--- src/rtl/core/cws_pkg.sv ---
// Shared constants, codes and types of the congestion window sender.
package cws_pkg;

  localparam int unsigned RING_DEPTH = 4096;
  localparam int unsigned PTR_W      = $clog2(RING_DEPTH);
  localparam int unsigned CNT_W      = 12;
  localparam int unsigned THR_W      = 12;
  localparam int unsigned SEQ_W      = 32;
  localparam int unsigned LEN_W      = 11;
  localparam int unsigned PEER_W     = 13;
  localparam int unsigned DUP_W      = 3;
  localparam int unsigned CFG_IDX_W  = 1;
  localparam int unsigned CFG_DATA_W = 32;

  localparam logic [LEN_W-1:0] MAX_PAYLOAD = LEN_W'(1024);
  localparam logic [CNT_W-1:0] WIN_LIMIT   = CNT_W'(4095);
  localparam logic [CNT_W-1:0] RING_CAP    = CNT_W'(RING_DEPTH - 1);
  localparam logic [DUP_W-1:0] DUP_TRIGGER = DUP_W'(3);
  localparam logic [DUP_W-1:0] DUP_SAT     = DUP_W'(4);

  localparam logic [SEQ_W-1:0] START_SEQ_RST = '0;
  localparam logic [THR_W-1:0] INIT_THR_RST  = THR_W'(2048);

  localparam logic [CFG_IDX_W-1:0] REG_START_SEQ = CFG_IDX_W'(0);
  localparam logic [CFG_IDX_W-1:0] REG_INIT_THR  = CFG_IDX_W'(1);

  typedef enum logic [1:0] {
    CMD_ENQ  = 2'd0,
    CMD_ACK  = 2'd1,
    CMD_TMO  = 2'd2,
    CMD_SEND = 2'd3
  } cmd_e;

  typedef struct packed {
    logic [SEQ_W-1:0] seq;
    logic [LEN_W-1:0] len;
  } seg_t;

  typedef struct packed {
    logic             we;
    logic [PTR_W-1:0] waddr;
    seg_t             wdata;
    logic [PTR_W-1:0] raddr;
  } ring_req_t;

  typedef struct packed {
    logic             send_valid;
    logic [PTR_W-1:0] send_slot;
    logic [SEQ_W-1:0] send_seq;
    logic [LEN_W-1:0] send_len;
    logic             enq_accepted;
    logic [CNT_W-1:0] released;
    logic             retransmit;
    logic [CNT_W-1:0] window;
    logic [THR_W-1:0] threshold;
    logic [CNT_W-1:0] queued;
    logic [CNT_W-1:0] in_flight;
  } result_t;

endpackage

--- src/rtl/core/cws_engine.sv ---
// Event sequencer: pointers, counters and window control around the ring.
module cws_engine (
  input  logic                                clk_i,
  input  logic                                rst_ni,
  input  logic                                cfg_we_i,
  input  logic [cws_pkg::CFG_IDX_W-1:0]       cfg_idx_i,
  input  logic [cws_pkg::CFG_DATA_W-1:0]      cfg_data_i,
  input  logic                                in_valid_i,
  output logic                                in_stall_o,
  input  logic [1:0]                          cmd_i,
  input  logic [cws_pkg::LEN_W-1:0]           seg_len_i,
  input  logic [cws_pkg::SEQ_W-1:0]           ack_no_i,
  input  logic [cws_pkg::PEER_W-1:0]          peer_window_i,
  input  logic                                res_free_i,
  output logic                                res_load_o,
  output cws_pkg::result_t                    res_o,
  output cws_pkg::ring_req_t                  ring_req_o,
  input  cws_pkg::seg_t                       ring_rdata_i
);

  typedef enum logic [4:0] {
    S_IDLE = 5'b00001,
    S_ENQ  = 5'b00010,
    S_ACK  = 5'b00100,
    S_TMO  = 5'b01000,
    S_SEND = 5'b10000
  } state_e;

  state_e state_q, state_d;

  logic [cws_pkg::SEQ_W-1:0]  start_seq_q, start_seq_d;
  logic [cws_pkg::THR_W-1:0]  init_thr_q, init_thr_d;
  logic [cws_pkg::PTR_W-1:0]  head_q, head_d, send_ptr_q, send_ptr_d, tail_q, tail_d;
  logic [cws_pkg::CNT_W-1:0]  queue_q, queue_d, sent_q, sent_d;
  logic [cws_pkg::SEQ_W-1:0]  oldest_q, oldest_d, next_seq_q, next_seq_d;
  logic [cws_pkg::CNT_W-1:0]  cwnd_q, cwnd_d, avoid_q, avoid_d;
  logic [cws_pkg::THR_W-1:0]  thr_q, thr_d;
  logic [cws_pkg::SEQ_W-1:0]  last_ack_q, last_ack_d;
  logic [cws_pkg::DUP_W-1:0]  dup_q, dup_d;

  // operands of the item in progress
  logic [cws_pkg::LEN_W-1:0]  len_q, len_d;
  logic [cws_pkg::SEQ_W-1:0]  ack_q, ack_d;
  logic [cws_pkg::PEER_W-1:0] peer_q, peer_d;
  logic [cws_pkg::SEQ_W-1:0]  remain_q, remain_d;
  logic                       in_range_q, in_range_d;
  logic [cws_pkg::CNT_W-1:0]  rel_q, rel_d;

  // one release step, from the head entry read last cycle
  logic [cws_pkg::PTR_W-1:0]  head_nx, sptr_t;
  logic [cws_pkg::CNT_W-1:0]  sent_t, cw_t, av_t;
  logic [cws_pkg::THR_W-1:0]  thr_t, half_thr;
  logic [cws_pkg::THR_W:0]    thr_sum;
  logic [cws_pkg::DUP_W-1:0]  dup_nx;
  logic [cws_pkg::LEN_W-1:0]  len_sat;
  logic [cws_pkg::CNT_W-1:0]  lim;
  logic [cws_pkg::THR_W-1:0]  cfg_thr;
  logic                       go, in_acc;

  assign in_stall_o = (state_q != S_IDLE) || cfg_we_i;
  assign in_acc     = in_valid_i && !in_stall_o;

  always_comb begin
    head_nx = head_q + cws_pkg::PTR_W'(1);
    if (sent_q == '0) begin
      sent_t = '0;
      sptr_t = head_nx;
    end else begin
      sent_t = sent_q - cws_pkg::CNT_W'(1);
      sptr_t = send_ptr_q;
    end
    av_t  = avoid_q;
    cw_t  = cwnd_q;
    thr_t = thr_q;
    if (cwnd_q >= thr_q) begin
      av_t = avoid_q + cws_pkg::CNT_W'(1);
      if (av_t == cwnd_q) begin
        av_t = '0;
        if (cwnd_q < cws_pkg::WIN_LIMIT) begin
          cw_t  = cwnd_q + cws_pkg::CNT_W'(1);
          thr_t = thr_q + cws_pkg::THR_W'(1);
        end
      end
    end else if (cwnd_q < cws_pkg::WIN_LIMIT) begin
      cw_t = cwnd_q + cws_pkg::CNT_W'(1);
    end
    if ({1'b0, cw_t} > peer_q) begin
      cw_t = peer_q[cws_pkg::CNT_W-1:0];
    end
    // trim the in-flight span down to the new window
    if (cw_t < sent_t) begin
      sptr_t = head_nx + cws_pkg::PTR_W'(cw_t);
      sent_t = cw_t;
    end
  end

  assign go = in_range_q && (queue_q != '0) && (remain_q != '0) &&
              ({{(cws_pkg::SEQ_W-cws_pkg::LEN_W){1'b0}}, ring_rdata_i.len} <= remain_q);

  assign dup_nx   = (dup_q == cws_pkg::DUP_SAT) ? dup_q : dup_q + cws_pkg::DUP_W'(1);
  assign thr_sum  = {1'b0, thr_q} + (cws_pkg::THR_W+1)'(1);
  assign half_thr = thr_sum[cws_pkg::THR_W:1];
  assign len_sat  = (len_q > cws_pkg::MAX_PAYLOAD) ? cws_pkg::MAX_PAYLOAD : len_q;
  assign lim      = (cwnd_q < queue_q) ? cwnd_q : queue_q;
  assign cfg_thr  = cfg_data_i[cws_pkg::THR_W-1:0];

  always_comb begin
    state_d     = state_q;
    start_seq_d = start_seq_q;
    init_thr_d  = init_thr_q;
    head_d      = head_q;
    send_ptr_d  = send_ptr_q;
    tail_d      = tail_q;
    queue_d     = queue_q;
    sent_d      = sent_q;
    oldest_d    = oldest_q;
    next_seq_d  = next_seq_q;
    cwnd_d      = cwnd_q;
    avoid_d     = avoid_q;
    thr_d       = thr_q;
    last_ack_d  = last_ack_q;
    dup_d       = dup_q;
    len_d       = len_q;
    ack_d       = ack_q;
    peer_d      = peer_q;
    remain_d    = remain_q;
    in_range_d  = in_range_q;
    rel_d       = rel_q;

    res_load_o       = 1'b0;
    ring_req_o.we    = 1'b0;
    ring_req_o.waddr = tail_q;
    ring_req_o.wdata = '{seq: next_seq_q, len: len_sat};

    res_o              = '0;

    unique case (state_q)
      S_IDLE: begin
        if (cfg_we_i) begin
          // restart the session from the register contents
          head_d     = '0;
          send_ptr_d = '0;
          tail_d     = '0;
          queue_d    = '0;
          sent_d     = '0;
          cwnd_d     = cws_pkg::CNT_W'(1);
          avoid_d    = '0;
          dup_d      = '0;
          oldest_d   = start_seq_q;
          next_seq_d = start_seq_q;
          last_ack_d = start_seq_q;
          thr_d      = (init_thr_q != '0) ? init_thr_q : cws_pkg::THR_W'(1);
          unique case (cfg_idx_i)
            cws_pkg::REG_START_SEQ: begin
              start_seq_d = cfg_data_i[cws_pkg::SEQ_W-1:0];
              oldest_d    = cfg_data_i[cws_pkg::SEQ_W-1:0];
              next_seq_d  = cfg_data_i[cws_pkg::SEQ_W-1:0];
              last_ack_d  = cfg_data_i[cws_pkg::SEQ_W-1:0];
            end
            cws_pkg::REG_INIT_THR: begin
              init_thr_d = cfg_thr;
              thr_d      = (cfg_thr != '0) ? cfg_thr : cws_pkg::THR_W'(1);
            end
            default: ;
          endcase
        end else if (in_acc) begin
          len_d      = seg_len_i;
          ack_d      = ack_no_i;
          peer_d     = peer_window_i;
          remain_d   = ack_no_i - oldest_q;
          in_range_d = (ack_no_i - oldest_q) <= (next_seq_q - oldest_q);
          rel_d      = '0;
          unique case (cws_pkg::cmd_e'(cmd_i))
            cws_pkg::CMD_ENQ:  state_d = S_ENQ;
            cws_pkg::CMD_ACK:  state_d = S_ACK;
            cws_pkg::CMD_TMO:  state_d = S_TMO;
            cws_pkg::CMD_SEND: state_d = S_SEND;
            default:           state_d = S_IDLE;
          endcase
        end
      end

      S_ENQ: begin
        if (res_free_i) begin
          if ((len_sat != '0) && (queue_q < cws_pkg::RING_CAP)) begin
            ring_req_o.we      = 1'b1;
            next_seq_d         = next_seq_q +
                                 {{(cws_pkg::SEQ_W-cws_pkg::LEN_W){1'b0}}, len_sat};
            tail_d             = tail_q + cws_pkg::PTR_W'(1);
            queue_d            = queue_q + cws_pkg::CNT_W'(1);
            res_o.enq_accepted = 1'b1;
          end
          res_load_o = 1'b1;
          state_d    = S_IDLE;
        end
      end

      S_ACK: begin
        if (go) begin
          // release the head segment and read the one behind it
          remain_d   = remain_q -
                       {{(cws_pkg::SEQ_W-cws_pkg::LEN_W){1'b0}}, ring_rdata_i.len};
          oldest_d   = oldest_q +
                       {{(cws_pkg::SEQ_W-cws_pkg::LEN_W){1'b0}}, ring_rdata_i.len};
          head_d     = head_nx;
          queue_d    = queue_q - cws_pkg::CNT_W'(1);
          rel_d      = rel_q + cws_pkg::CNT_W'(1);
          send_ptr_d = sptr_t;
          sent_d     = sent_t;
          cwnd_d     = cw_t;
          avoid_d    = av_t;
          thr_d      = thr_t;
        end else if (res_free_i) begin
          if (ack_q == last_ack_q) begin
            dup_d = dup_nx;
            if (dup_nx == cws_pkg::DUP_TRIGGER) begin
              thr_d            = half_thr;
              cwnd_d           = cws_pkg::CNT_W'(1) + (cwnd_q >> 1);
              send_ptr_d       = head_q;
              sent_d           = '0;
              avoid_d          = '0;
              res_o.retransmit = 1'b1;
            end
          end else begin
            last_ack_d = ack_q;
            dup_d      = '0;
          end
          res_o.released = rel_q;
          res_load_o     = 1'b1;
          state_d        = S_IDLE;
        end
      end

      S_TMO: begin
        if (res_free_i) begin
          if (sent_q != '0) begin
            thr_d            = half_thr;
            cwnd_d           = cws_pkg::CNT_W'(1);
            send_ptr_d       = head_q;
            sent_d           = '0;
            avoid_d          = '0;
            res_o.retransmit = 1'b1;
          end
          res_load_o = 1'b1;
          state_d    = S_IDLE;
        end
      end

      S_SEND: begin
        if (res_free_i) begin
          if (sent_q < lim) begin
            res_o.send_valid = 1'b1;
            res_o.send_slot  = send_ptr_q;
            res_o.send_seq   = ring_rdata_i.seq;
            res_o.send_len   = ring_rdata_i.len;
            send_ptr_d       = send_ptr_q + cws_pkg::PTR_W'(1);
            sent_d           = sent_q + cws_pkg::CNT_W'(1);
          end
          res_load_o = 1'b1;
          state_d    = S_IDLE;
        end
      end

      default: state_d = S_IDLE;
    endcase

    res_o.window    = cwnd_d;
    res_o.threshold = thr_d;
    res_o.queued    = queue_d;
    res_o.in_flight = sent_d;

    // hold the send entry on the read port while a send waits; else track the head
    ring_req_o.raddr = ((state_q == S_SEND) ||
                        ((state_q == S_IDLE) && (cmd_i == cws_pkg::CMD_SEND)))
                       ? send_ptr_q : head_d;
  end

  always_ff @(posedge clk_i or negedge rst_ni) begin
    if (!rst_ni) begin
      state_q     <= S_IDLE;
      start_seq_q <= cws_pkg::START_SEQ_RST;
      init_thr_q  <= cws_pkg::INIT_THR_RST;
      head_q      <= '0;
      send_ptr_q  <= '0;
      tail_q      <= '0;
      queue_q     <= '0;
      sent_q      <= '0;
      oldest_q    <= cws_pkg::START_SEQ_RST;
      next_seq_q  <= cws_pkg::START_SEQ_RST;
      cwnd_q      <= cws_pkg::CNT_W'(1);
      avoid_q     <= '0;
      thr_q       <= cws_pkg::INIT_THR_RST;
      last_ack_q  <= cws_pkg::START_SEQ_RST;
      dup_q       <= '0;
    end else begin
      state_q     <= state_d;
      start_seq_q <= start_seq_d;
      init_thr_q  <= init_thr_d;
      head_q      <= head_d;
      send_ptr_q  <= send_ptr_d;
      tail_q      <= tail_d;
      queue_q     <= queue_d;
      sent_q      <= sent_d;
      oldest_q    <= oldest_d;
      next_seq_q  <= next_seq_d;
      cwnd_q      <= cwnd_d;
      avoid_q     <= avoid_d;
      thr_q       <= thr_d;
      last_ack_q  <= last_ack_d;
      dup_q       <= dup_d;
    end
  end

  always_ff @(posedge clk_i) begin
    len_q      <= len_d;
    ack_q      <= ack_d;
    peer_q     <= peer_d;
    remain_q   <= remain_d;
    in_range_q <= in_range_d;
    rel_q      <= rel_d;
  end

endmodule

--- config.mk ---
export PLATFORM = sky130hd
export DESIGN_NAME = cws_engine
export DESIGN_NICKNAME = d
export VERILOG_FILES = /design/src/rtl/core/cws_pkg.sv /design/src/rtl/core/cws_engine.sv
export SDC_FILE = /design/constraint.sdc
export NUM_CORES = 1
export LEC_CHECK = 0
export ABC_CLOCK_PERIOD_IN_PS = 12800
export BUFFER_PORTS_ARGS = -buffer_cell sky130_fd_sc_hd__buf_2
export CORE_UTILIZATION = 36
export DETAILED_ROUTE_END_ITERATION = 16
export HOLD_SLACK_MARGIN = 0.06
export SETUP_SLACK_MARGIN = 0.15
export SKIP_LAST_GASP = 1
export SYNTH_ARGS = -nofsm -noshare
export SYNTH_HDL_FRONTEND = slang
export SYNTH_SLANG_ARGS = --single-unit
--- constraint.sdc ---
create_clock -name clk_i -period 12.8 [get_ports clk_i]
set_input_delay 1.28 -clock clk_i [delete_from_list [all_inputs] [get_ports clk_i]]
set_output_delay 1.28 -clock clk_i [all_outputs]
set_load 0.01 [all_outputs]
=== After elaboration in Yosys (flattened, before gate mapping) ===
Cells that the tools add are included.

* Register bits after elaboration: 345
* Bits of input ports: 139
* Output and inout bits: 188
* Word-level logic and storage cells: 237

* Add/sub/neg operators: 20
* Order comparisons: 10
* Equality and inequality tests: 31
* Multiplexer cells: 121
* Bitwise gates (word level): 1
* Reduce and logical (&&, ||, !) cells: 33

{| class="wikitable"
|+ Operator list
! operator !! number
|-
| 2-to-1 mux 12 bit || 68
|-
| 2-to-1 mux 32 bit || 11
|-
| one-hot mux 32 bit (2 select lines) || 4
|-
| 2-to-1 mux 56 bit || 3
|-
| one-hot mux 12 bit (3 select lines) || 4
|-
| adder 12 x 1 -> 12 bit, second input constant || 9
|-
| one-hot mux 12 bit (4 select lines) || 2
|-
| one-hot mux 12 bit (2 select lines) || 3
|-
| adder 32 x 11 -> 32 bit || 2
|-
| subtractor 32 bit || 2
|-
| nonzero test 12 bit || 4
|-
| < comparator 12 bit || 3
|-
| equality test 32 bit || 1
|-
| less-or-equal comparator 11 x 32 -> 1 bit || 1
|-
| less-or-equal comparator 32 bit || 1
|-
| nonzero test 32 bit || 1
|-
| subtractor 32 x 11 -> 32 bit || 1
|-
| 2-to-1 mux 13 bit || 2
|-
| != test 2 bit, second input constant || 13
|-
| < comparator 12 bit, second input constant || 2
|-
| subtractor 12 x 1 -> 12 bit, second input constant || 2
|-
| 2-to-1 mux 5 bit || 4
|-
| one-hot mux 5 bit (4 select lines) || 1
|-
| 2-to-1 mux 3 bit || 5
|-
| 42 further kinds || 67
|}

=== Logic depth before layout (Yosys ltp) ===
* Depth in word-level cells: 10
* Mapped depth: 35
* Mapped depth without buffers: 32

=== Worst setup path after synthesis ===
No wires, ideal clock.

* Path kind: reg-to-output
* Start point: register cwnd_q[0] (netlist bit)
* End point: output port res_o[0] (netlist bit)
* Data arrival time: 7262 ps
* Path slack: 4258 ps
* Stages on the path, launching flop included: 35
* Cells stage by stage: dfstp_2 > clkbuf_1 > inv_1 > ha_1 > nand2b_1 > a21o_1 > a211oi_1 > o31ai_1 > and2_1 > nand2_1 > nand3_1 > or3_1 > xnor2_1 > ha_1 > o21ai_0 > nor2_1 > o311ai_0 > a2111o_1 > buf_1 > buf_1 > mux2i_1 > inv_1 > ha_1 > and3_1 > buf_1 > o2111ai_1 > a2111oi_0 > a31oi_1 > a31oi_1 > a21oi_4 > buf_6 > buf_4 > nor3_1 > a21oi_1 > o21ai_0

{| class="wikitable"
|+ RTL lines
! item !! line !! RTL
|-
| start: declaration || cws_engine.sv:36 || <nowiki>logic [cws_pkg::CNT_W-1:0] cwnd_q, cwnd_d, avoid_q, avoid_d;</nowiki>
|-
| start signal: assignment || cws_engine.sv:290 || <nowiki>cwnd_q <= cws_pkg::CNT_W'(1);</nowiki>
|-
| start signal: assignment || cws_engine.sv:306 || <nowiki>cwnd_q <= cwnd_d;</nowiki>
|-
| end: declaration || cws_engine.sv:16 || <nowiki>output cws_pkg::result_t res_o,</nowiki>
|}

==> results.sh <==
export IMPL_cts_hold_buf=0
export IMPL_rsz0062_at_grt="no"
export IMPL_area_growth_pct=14.9
export IMPL_cp_max_fo=41
export IMPL_min_path_cells=2
export IMPL_antenna_found_initial=4
export IMPL_h_tree_depth=2
export IMPL_cts_tree="yes"
export IMPL_post_cts_resized=0
export IMPL_synth_area_um2=27200
export IMPL_maxCapViolations=0
export IMPL_vias_per_cell=5.70
export IMPL_synthArstFlopShare=0.707
export IMPL_final_cell_mix="buf_2, nand2_1, o21ai_0, dfrtp_1, nor2_1"
export IMPL_crit_slowest_cell="a21oi_4"
export IMPL_regToRegSetupSlack_ns=3.70
export IMPL_dp_hpwl_um=75500
export IMPL_first_iter_violations=2339
export IMPL_end_kind="primary output"
export IMPL_seq_area_frac_synth=0.336
export IMPL_drt_first_pass_iters=6
export IMPL_slew_viol_final=0
export IMPL_seq_area_um2=9140
export IMPL_clock_latency_ns=0.60
export IMPL_grt_total_usage=0.250
export IMPL_synth_edf_count=101
export IMPL_syn_area_per_cell_um2=8.55
export IMPL_hold_class="reg2reg"
export IMPL_cts_root_buffer="clkbuf_16"
export IMPL_syn_nets=3536
export IMPL_synth_fa_ha_area_frac=0.101
export IMPL_cts_setup_buffers=0
export IMPL_final_common_cell="buf_2"
export IMPL_die_height_um=277
export IMPL_utilization=0.419
export IMPL_finalSetupViolations=0
export IMPL_slew_headroom=0.196
export IMPL_drc=0
export IMPL_synthXorXnorAreaFrac=0.0681
export IMPL_finalHoldViolations=0
export IMPL_fillers=7575
export IMPL_hp_start="start_seq_q[12]"
export IMPL_p_per_area_nw_per_um2=253
export IMPL_outcome="complete, no violations"
export IMPL_synthFlopType="dfrtp_1"
export IMPL_tns_ns=0
export IMPL_start_util=0.365
export IMPL_fin_crit_sh=0.809
export IMPL_r2r_start="cwnd_q[0]"
export IMPL_yosys_warnings=0
export IMPL_synth_compound_area_frac=0.215
export IMPL_cp_required_ns=11.52
export IMPL_wl_per_cell_um=22.2
export IMPL_gp_congestion=0.960
export IMPL_reg2reg_to="send_ptr_q[11]"
export IMPL_die_area_um2=76700
export IMPL_cts_sinks=345
export IMPL_synthMuxAreaShare=0.0448
export IMPL_synth_cell_types=98
export IMPL_slowest_delay_ns=0.93
export IMPL_drive_gt1_frac=0.157
export IMPL_num_vias=25300
export IMPL_path_class="reg2out"
export IMPL_critical_path_arrival_ns=9.08
export IMPL_grt_ovfl_total=0
export IMPL_fmax_mhz=96.5
export IMPL_synthSimpleGateAreaFrac=0.189
export IMPL_grt_pass1_wl_um=147000
export IMPL_fin_nets=3786
export IMPL_path_clk_slew_ns=0.06
export IMPL_ctsLongestPathBuffers=3
export IMPL_critPathLaunchType="register"
export IMPL_synth_cells=3182
export IMPL_multiInputGateArea_um2=16900
export IMPL_synth_top_family_by_area="compound AO/OA/AOI/OAI gates"
export IMPL_p_leak_nw=14.1
export IMPL_hold_path_end="start_seq_q[12]"
export IMPL_numCtsBuffers=44
export IMPL_tightest_slew_ns=1.21
export IMPL_grt_max_degree=142
export IMPL_grt_pass1_vias=23400
export IMPL_coreArea_um2=74600
export IMPL_io_buffers=326
export IMPL_finalClockSkew_ns=0.0376
export IMPL_rows=100
export IMPL_timing_final_crit_period_ns=10.36
export IMPL_reg2reg_depth=30
export IMPL_ioPinCount=327
export IMPL_peakVddDrop_uv=149
export IMPL_ys_seq_elements=345
export IMPL_total_power_w=0.00790
export IMPL_dieWidth_um=277
export IMPL_wirelength_um=98700
export IMPL_drtAntennaViolNets=0
export IMPL_holdWs_ns=0.471
cell usage after synthesis, types with 9 or more instances:
cell type	number	area share
nand2_1	312	0.043
o21ai_0	305	0.056
dfrtp_1	240	0.22
nor2_1	233	0.032
a21oi_1	223	0.041
ha_1	209	0.096
inv_1	162	0.022
clkbuf_1	118	0.016
xnor2_1	110	0.035
edfxtp_1	101	0.11
xor2_1	99	0.032
nand3_1	89	0.016
mux2i_1	73	0.027
nor3_1	64	0.012
and2_1	60	0.014
and3_1	55	0.013
a21o_1	50	0.014
nor4_1	44	0.010
nand4_1	42	0.0097
mux2_2	41	0.017
o31ai_1	38	0.010
o21a_1	36	0.0099
a31oi_1	34	0.0078
nor2b_1	34	0.0078
a211oi_1	29	0.0080
nand2b_1	28	0.0064
buf_1	23	0.0032
or3_1	19	0.0044
a221oi_1	15	0.0048
o211ai_1	15	0.0041
or2_2	15	0.0035
o221ai_1	14	0.0045
o41ai_1	14	0.0045
a21boi_0	13	0.0036
a221o_1	11	0.0040
a311oi_1	11	0.0035
and4_1	10	0.0032
buf_2	10	0.0018
o21bai_1	10	0.0028
o22ai_1	10	0.0023
nor3b_1	9	0.0025
o21ai_1	9	0.0017
worst max-delay path, delay by kind of cell, from the launching register on:
family | cells | cell delay, ns
flip-flops | 1 | 0.69
adder cells (fa/ha/maj) | 3 | 0.86
multiplexers | 1 | 0.44
AND/OR/NAND/NOR | 11 | 2.06
AO/OA/AOI/OAI | 12 | 3.63
XOR/XNOR | 1 | 0.25
buffers and inverters | 3 | 0.53
worst max-delay path by stage:
stage | startpoint | to | cells past startpoint
after floorplan | cwnd_q[0] | res_o[0] | 34
after global placement | cwnd_q[0] | res_o[5] | 31
after detailed placement | cwnd_q[0] | res_o[5] | 31
after CTS | cwnd_q[0] | res_o[5] | 31
after global routing | cwnd_q[0] | res_o[5] | 31
final | cwnd_q[0] | res_o[5] | 31
state kept, by name, indices dropped and copies added (netlist names):
signal       flops
dup_q            3
avoid_q         12
in_range_q       1
head_q          12
peer_q          13
len_q           11
last_ack_q      32
tail_q          12
oldest_q        32
ack_q           32
init_thr_q      12
cwnd_q          12
queue_q         12
rel_q           12
sent_q          12
state_q          5
thr_q           12
remain_q        32
start_seq_q     32
next_seq_q      32
send_ptr_q      12
stage by stage:
stage | cells | area [µm²] | worst slack, ns
detailed placement | 4355 | 29800 | 3.22
global route | 4436 | 31300 | 1.77
CTS | 4436 | 31300 | 2.59
global placement | 4355 | 29800 | 3.39
floorplan | 3182 | 27200 | 4.26
finish | 4438 | 31300 | 2.44
per-layer routing:
metal	vias to the layer above	GRT usage	share of wire
li1	12100	-	-
met1	12000	0.333	0.43
met2	1029	0.412	0.47
met3	163	0.0377	0.072
met4	0	0.0829	0.032
met5	-	0	0
layout make-up:
| class | count | area share |
|---|---|---|
| antenna | 2 | 0.000160 |
| clock buffer | 54 | 0.0381 |
| clock inverter | 27 | 0.00909 |
| inverter | 162 | 0.0195 |
| multi-input combinational | 2518 | 0.541 |
| sequential | 345 | 0.293 |
| tap | 969 | 0.0388 |
| timing repair buffer | 361 | 0.0613 |
logic make-up after synthesis:
group | Yosys count
mux | 116
fa+ha+maj | 216
simple gates | 1051
compound gates | 925
xor+xnor | 210
flops | 345
buf+inv | 319
where the power goes:
group          switching [W]  internal (W)
registers           0.000390       0.00158
clock network       0.000539      0.000764
logic                0.00284       0.00178
total                0.00377       0.00413
No activity file was read; power rests on OpenSTA's default activity.
